$ cat src/hw/rtl/polyphonic_wavetable_mixer_assert.svh
// assertion macros for the polyphonic wavetable mixer
`ifndef POLYPHONIC_WAVETABLE_MIXER_ASSERT_SVH
`define POLYPHONIC_WAVETABLE_MIXER_ASSERT_SVH

// same-cycle implication
`define PWTM_ASSERT_IMP(label, clk, rst_n, ante, cons, msg) \
	label: assert property (@(posedge clk) disable iff (!rst_n) (ante) |-> (cons)) \
		else $error(msg);

// next-cycle implication
`define PWTM_ASSERT_NXT(label, clk, rst_n, ante, cons, msg) \
	label: assert property (@(posedge clk) disable iff (!rst_n) (ante) |=> (cons)) \
		else $error(msg);

`endif

$ cat src/hw/rtl/pwtm_ram.sv
// generic simple dual-port ram with registered read
`default_nettype none

module pwtm_ram #(
	parameter int WIDTH = 16,
	parameter int DEPTH = 256
) (
	input  wire logic                       clk,
	input  wire logic                       wr_en,
	input  wire logic [$clog2(DEPTH)-1:0]   wr_addr,
	input  wire logic [WIDTH-1:0]           wr_data,
	input  wire logic                       rd_en,
	input  wire logic [$clog2(DEPTH)-1:0]   rd_addr,
	output logic      [WIDTH-1:0]           rd_data
);

	logic [WIDTH-1:0] mem_q [DEPTH];

	// write port
	always_ff @(posedge clk) begin
		if (wr_en) begin
			mem_q[wr_addr] <= wr_data;
		end
	end

	// registered read port
	always_ff @(posedge clk) begin
		if (rd_en) begin
			rd_data <= mem_q[rd_addr];
		end
	end

endmodule

`default_nettype wire

$ cat config.mk
export PLATFORM = sky130hd
export DESIGN_NAME = pwtm_ram
export DESIGN_NICKNAME = d
export VERILOG_FILES = /design/src/hw/rtl/polyphonic_wavetable_mixer_assert.svh /design/src/hw/rtl/pwtm_ram.sv
export SDC_FILE = /design/constraint.sdc
export NUM_CORES = 2
export LEC_CHECK = 0
export BUFFER_PORTS_ARGS = -buffer_cell sky130_fd_sc_hd__buf_2
export CAP_MARGIN = 10
export CORE_MARGIN = 5
export CORE_UTILIZATION = 42
export DETAILED_ROUTE_END_ITERATION = 16
export HOLD_SLACK_MARGIN = 0.03
export PLACE_DENSITY = 0.65
export SETUP_SLACK_MARGIN = 0.5
export SYNTH_ARGS = -nofsm -noshare
export SYNTH_HDL_FRONTEND = slang
export SYNTH_SLANG_ARGS = --single-unit
$ cat constraint.sdc
create_clock -name clk -period 2.55 [get_ports clk]
set_clock_uncertainty 0.05 [all_clocks]
set_input_delay 0.255 -clock clk [delete_from_list [all_inputs] [get_ports clk]]
set_output_delay 0.255 -clock clk [all_outputs]
set_load 0.005 [all_outputs]
=== Yosys cells after proc, flatten, opt, wreduce, memory -nomap -nowiden ===
Memory sizes are Yosys's and may differ from the RTL's. A register that Yosys moved wholly into a read port is not among the register bits.
Index checks and enable logic that the tools add are counted.

* $mul: 0
* Add/subtract/negate cells: 0
* Order comparisons: 0
* Bitwise operators: 0
* Eq/ne operators: 0
* Multiplexer cells: 2
* Divide/modulo/power cells: 0
* Shift operators: 0
* Reductions and logical operators: 0

{| class="wikitable"
|+ Operators with widths
! cell !! count
|-
| $mux 1 || 2
|}

* Logic and storage cells: 3
* Memory bits (read-only): 0
* Output and inout port bits: 16
* Register bits after elaboration: 0
* Memories: 1
* Bits in latches: 0
* Memory bits (writable): 4096
* Bits of input ports: 35

{| class="wikitable"
|+ Memories
! memory !! depth !! bits a word !! read ports !! clocked after Yosys merged registers in !! wr ports !! line !! RTL
|-
| mem_q || 256 || 16 || 1 || 1 || 1 || pwtm_ram.sv:17 || <nowiki>logic [WIDTH-1:0] mem_q [DEPTH];</nowiki>
|}

=== Longest topological paths before layout ===
* Depth after elaboration: 2
* Gate-level depth with buffers: 12
* Depth with buffers taken out: 6

=== Least setup slack after synthesis ===
No wires, ideal clock.

* Path type: input -> register
* Start point: in rd_addr[0]
* End point: reg rd_data[4], read port of mem_q (data pin)
* Buffers on the path: 3
* Slack: -4 ps
* Arrival: 2239 ps
* Setup time: 265 ps
* Stages: 8
* Required time: 2235 ps
* Path through: buf_6 buf_6 buf_2 mux4_2 mux4_2 a22o_1 o32ai_2 nor4_2

{| class="wikitable"
|+ RTL lines
! item !! line !! RTL
|-
| start, declared || pwtm_ram.sv:13 || <nowiki>input wire logic [$clog2(DEPTH)-1:0] rd_addr,</nowiki>
|-
| end, declared || pwtm_ram.sv:14 || <nowiki>output logic [WIDTH-1:0] rd_data</nowiki>
|}

==> out/metrics.csv <==
stage;metric;value;unit
route;Vias;81560;
worst_setup_path;Buf/Inv on CP;1;
cts;H-tree levels;5;
finish;Layout Cells excl Fill;13750;
global_route;vias in the first global route;81380;
min_path;hold path start;wr_addr[4];
finish;share of cells above drive strength 1;0.3146;
route;routed wire length;420900;µm
timing;final worst slack;-0.07563;ns
worst_setup_path;Setup Crit Path Kind;reg -> reg;
worst_setup_path;crit-path leading delay family;multiplexers;
placement;placed cell count;12980;
timing;Worst-Margin Slew;0.9446;ns
timing;fin crit share;1.030;
pwr;Leakage;60.66;nW
placement;HPWL Detailed;265800;µm
global_route;largest net degree at the start of global routing;117;
floorplanning;Core ar.;0.3761;mm²
worst_setup_path;Worst EP required;3.18;ns
synth;synthesized area;0.1589;mm²
floorplanning;row count;225;
synth;Yosys top cell by area;edfxtp_1;
placement;RD Place Congestion;0.9079;
timing;Slew Viols, Final;0;
cts;CTS tree;built;
cts;Num CTS Buffers;401;
route;DRC Markers;0;
cts;CTS Buffer Depth;4;
status;failing checks;setup timing;
floorplanning;io pins;51;
timing;count of final hold-check violations;0;
synth;post-synth cell types;51;
placement;I/O Buffers;50;
synth;EDFF count, synth;4112;
timing;maximum operating frequency;380.9;MHz
synth;Ys Warns;0;
finish;fillers;29600;
timing;RSZ-0062 raised after global routing;yes;
worst_setup_path;RR Startpoint;mem_q[23][14];
job;Max Cap Violations;0;
synth;Yosys top cell area share;0.7772;
cts;CTS Sinks;4112;
route;Pre-antenna DRT Iters;7;
floorplanning;Die ar.;0.3907;mm²
synth;asr flop ratio synth;0;
worst_setup_path;crit path max fanout;1;
timing;crit path time final;2.626;ns
cts;clk root buf;clkbuf_16;
floorplanning;Initial Util;0.4224;
worst_setup_path;CP peak stage delay;0.56;ns
synth;dominant synthesized flop cell;edfxtp_1;
global_route;GRT overflow;0;
worst_setup_path;CP max-delay cell;mux4_2;
route;drt wl/cell;30.61;µm
global_route;first-pass GRT wire length;602300;µm
finish;area grow syn2layout;18.76;%
worst_setup_path;Critical path origin;mem_q[23][14];
pwr;power density cells;743.9;mW/mm²
route;DR iter-0 viols;11080;
finish;Final nets;8449;
timing;Rel. slew slack;0.3703;
route;Routed Antenna Nets;0;
synth;mean post-synth cell area;21.59;µm²
synth;cells taking the most area after synthesis;edfxtp_1 78%, mux4_2 11%, mux2i_1 3.6%;
global_route;Global Route Usage Sum;0.2118;
synth;#FFs+latches synth;4112;
global_route;initial antenna violation count;32;
cts;clock latency on the worst-skew pair;0.97;ns
cts;Reg clk slew, reported paths;0.06;ns
worst_setup_path;Worst setup EP type;flip-flop;
synth;most frequent cell after synthesis;edfxtp_1;
floorplanning;Die W;625.0;µm
worst_setup_path;critical path arrival;3.26;ns
worst_setup_path;crit-path most repeated cell;mux4_2;
worst_setup_path;crit path cell chain;mux4_2 -> mux4_2 -> a22o_4 -> o32ai_4 -> buf_6 -> nor4_4;
pwr;VDD IR max;0.0005995;V
finish;FF+latch area;0.1235;mm²
finish;Multi-input gate area;0.03413;mm²
min_path;Hold Crit Class;in -> reg;
status;outcome;finished, violations left;
synth;Seq/Total Area, Yosys;0.7772;
timing;final setup violation count;3;
placement;Place WS;-1.108;ns
route;vias per cell;5.932;
floorplanning;Die H;625.0;µm
synth;Mapped Nets;7395;
synth;Synth Instances;7360;
worst_setup_path;startpoint types;flip-flop;
synth;top post-synthesis cells by count;4112 x edfxtp_1, 797 x mux4_2, 565 x mux2i_1;
[path summary, 6_finish.rpt]
path,cells after the start,slack (ns),to
hold / removal,4,0.12,mem_q[240][3]
setup reg to reg,6,-0.08,rd_data[14]
hold reg to reg,6,1.15,rd_data[5]
setup / recovery,6,-0.08,rd_data[14]
[registers in the layout, summed over array words and instances (netlist names)]
register and flops:
rd_data 16, mem_q 4096
[where the power goes]
group	switching, W	internal (W)	total, W	leakage, nW
Combinational	0.00486	0.00326	0.00812	17.5
Clock	0.0250	0.0325	0.0576	6.18
Sequential	0.000130	0.0745	0.0747	37.0
[cell usage in the layout (no fill, tap or decap), types with 16 or more instances in the layout]
cell type / netlist / final
o21ai_0: 37 / 35
buf_8: 11 / 17
a21oi_1: 175 / 175
o221ai_1: 252 / 250
nor2_4: 0 / 49
mux2_2: 88 / 82
diode_2: 0 / 16
clkinv_1: 0 / 97
a22o_4: 0 / 16
buf_4: 26 / 732
nand2_1: 38 / 38
nor2_2: 0 / 86
buf_2: 76 / 29
nor2_1: 304 / 169
dlygate4sd3_1: 0 / 18
a211oi_1: 18 / 18
clkbuf_1: 230 / 84
nand4_1: 26 / 26
clkinv_2: 0 / 74
nand3_1: 35 / 26
edfxtp_1: 4112 / 4112
bufinv_16: 0 / 32
o22ai_1: 148 / 148
a22oi_1: 43 / 43
mux4_2: 797 / 797
buf_12: 5 / 288
nor3_1: 92 / 88
clkbuf_16: 0 / 408
mux2i_1: 565 / 565
[per-layer routing]
metal | vias to the layer above | part of all wire | GRT usage
li1 | 33490 | - | -
met1 | 43350 | 0.40 | 0.3033
met2 | 4054 | 0.47 | 0.3352
met3 | 650 | 0.089 | 0.03426
met4 | 8 | 0.035 | 0.06703
met5 | - | 0.00010 | 0
[what timing repair did]
| action | CTS | global route |
|---|---|---|
| hold buffers | 18 | 0 |
| buffers inserted | 0 | 7 |
| hold endpoints to repair | 3539 | 0 |
| cloned | 0 | 1 |
| setup endpoints to repair | 28 | 26 |
| pin swaps | 20 | 18 |
| resized for setup | 86 | 33 |
[kinds of logic (layout without fill, tap and decap cells)]
logic type / after synthesis / after routing / synth area share
flops: 4112 / 4112 / 0.7772
simple gates: 556 / 556 / 0.01573
other cells: 0 / 16 / 0
buf+inv: 456 / 1835 / 0.01692
compound gates: 786 / 786 / 0.03534
mux: 1450 / 1450 / 0.1548
[metrics by stage]
step,total power (W),setup TNS [ns],util,hold WS [ns],cell area (µm²)
after floorplan,0.07980,0,-,0.3039,159800
after global placement,0.08376,-12.39,0.4652,0.5137,175000
after detailed placement,0.08392,-13.12,0.4652,0.5171,175000
after CTS,0.1411,-0.1796,0.5008,0.03097,188300
after global routing,0.1444,-0.2993,0.5016,0.09355,188700
final,0.1404,-0.1766,0.5017,0.1168,188700
[tightest hold or removal path, delay by kind of cell]
kind                   cells  cell delay [ns]
buffers and inverters      2             0.40
and+or+nand+nor            2             0.24
[layout make-up]
| cell class | instances | share of cell area |
|---|---|---|
| clock inverters | 237 | 0.01143 |
| flip-flops and latches | 4112 | 0.6544 |
| diodes | 16 | 0.0002122 |
| multi-input cells | 2792 | 0.1809 |
| clock buffers | 491 | 0.05565 |
| well taps | 4994 | 0.03312 |
| repair buffers | 1103 | 0.06412 |
| inverters | 4 | 0.0001459 |
Power figures use the tool's default switching activity.
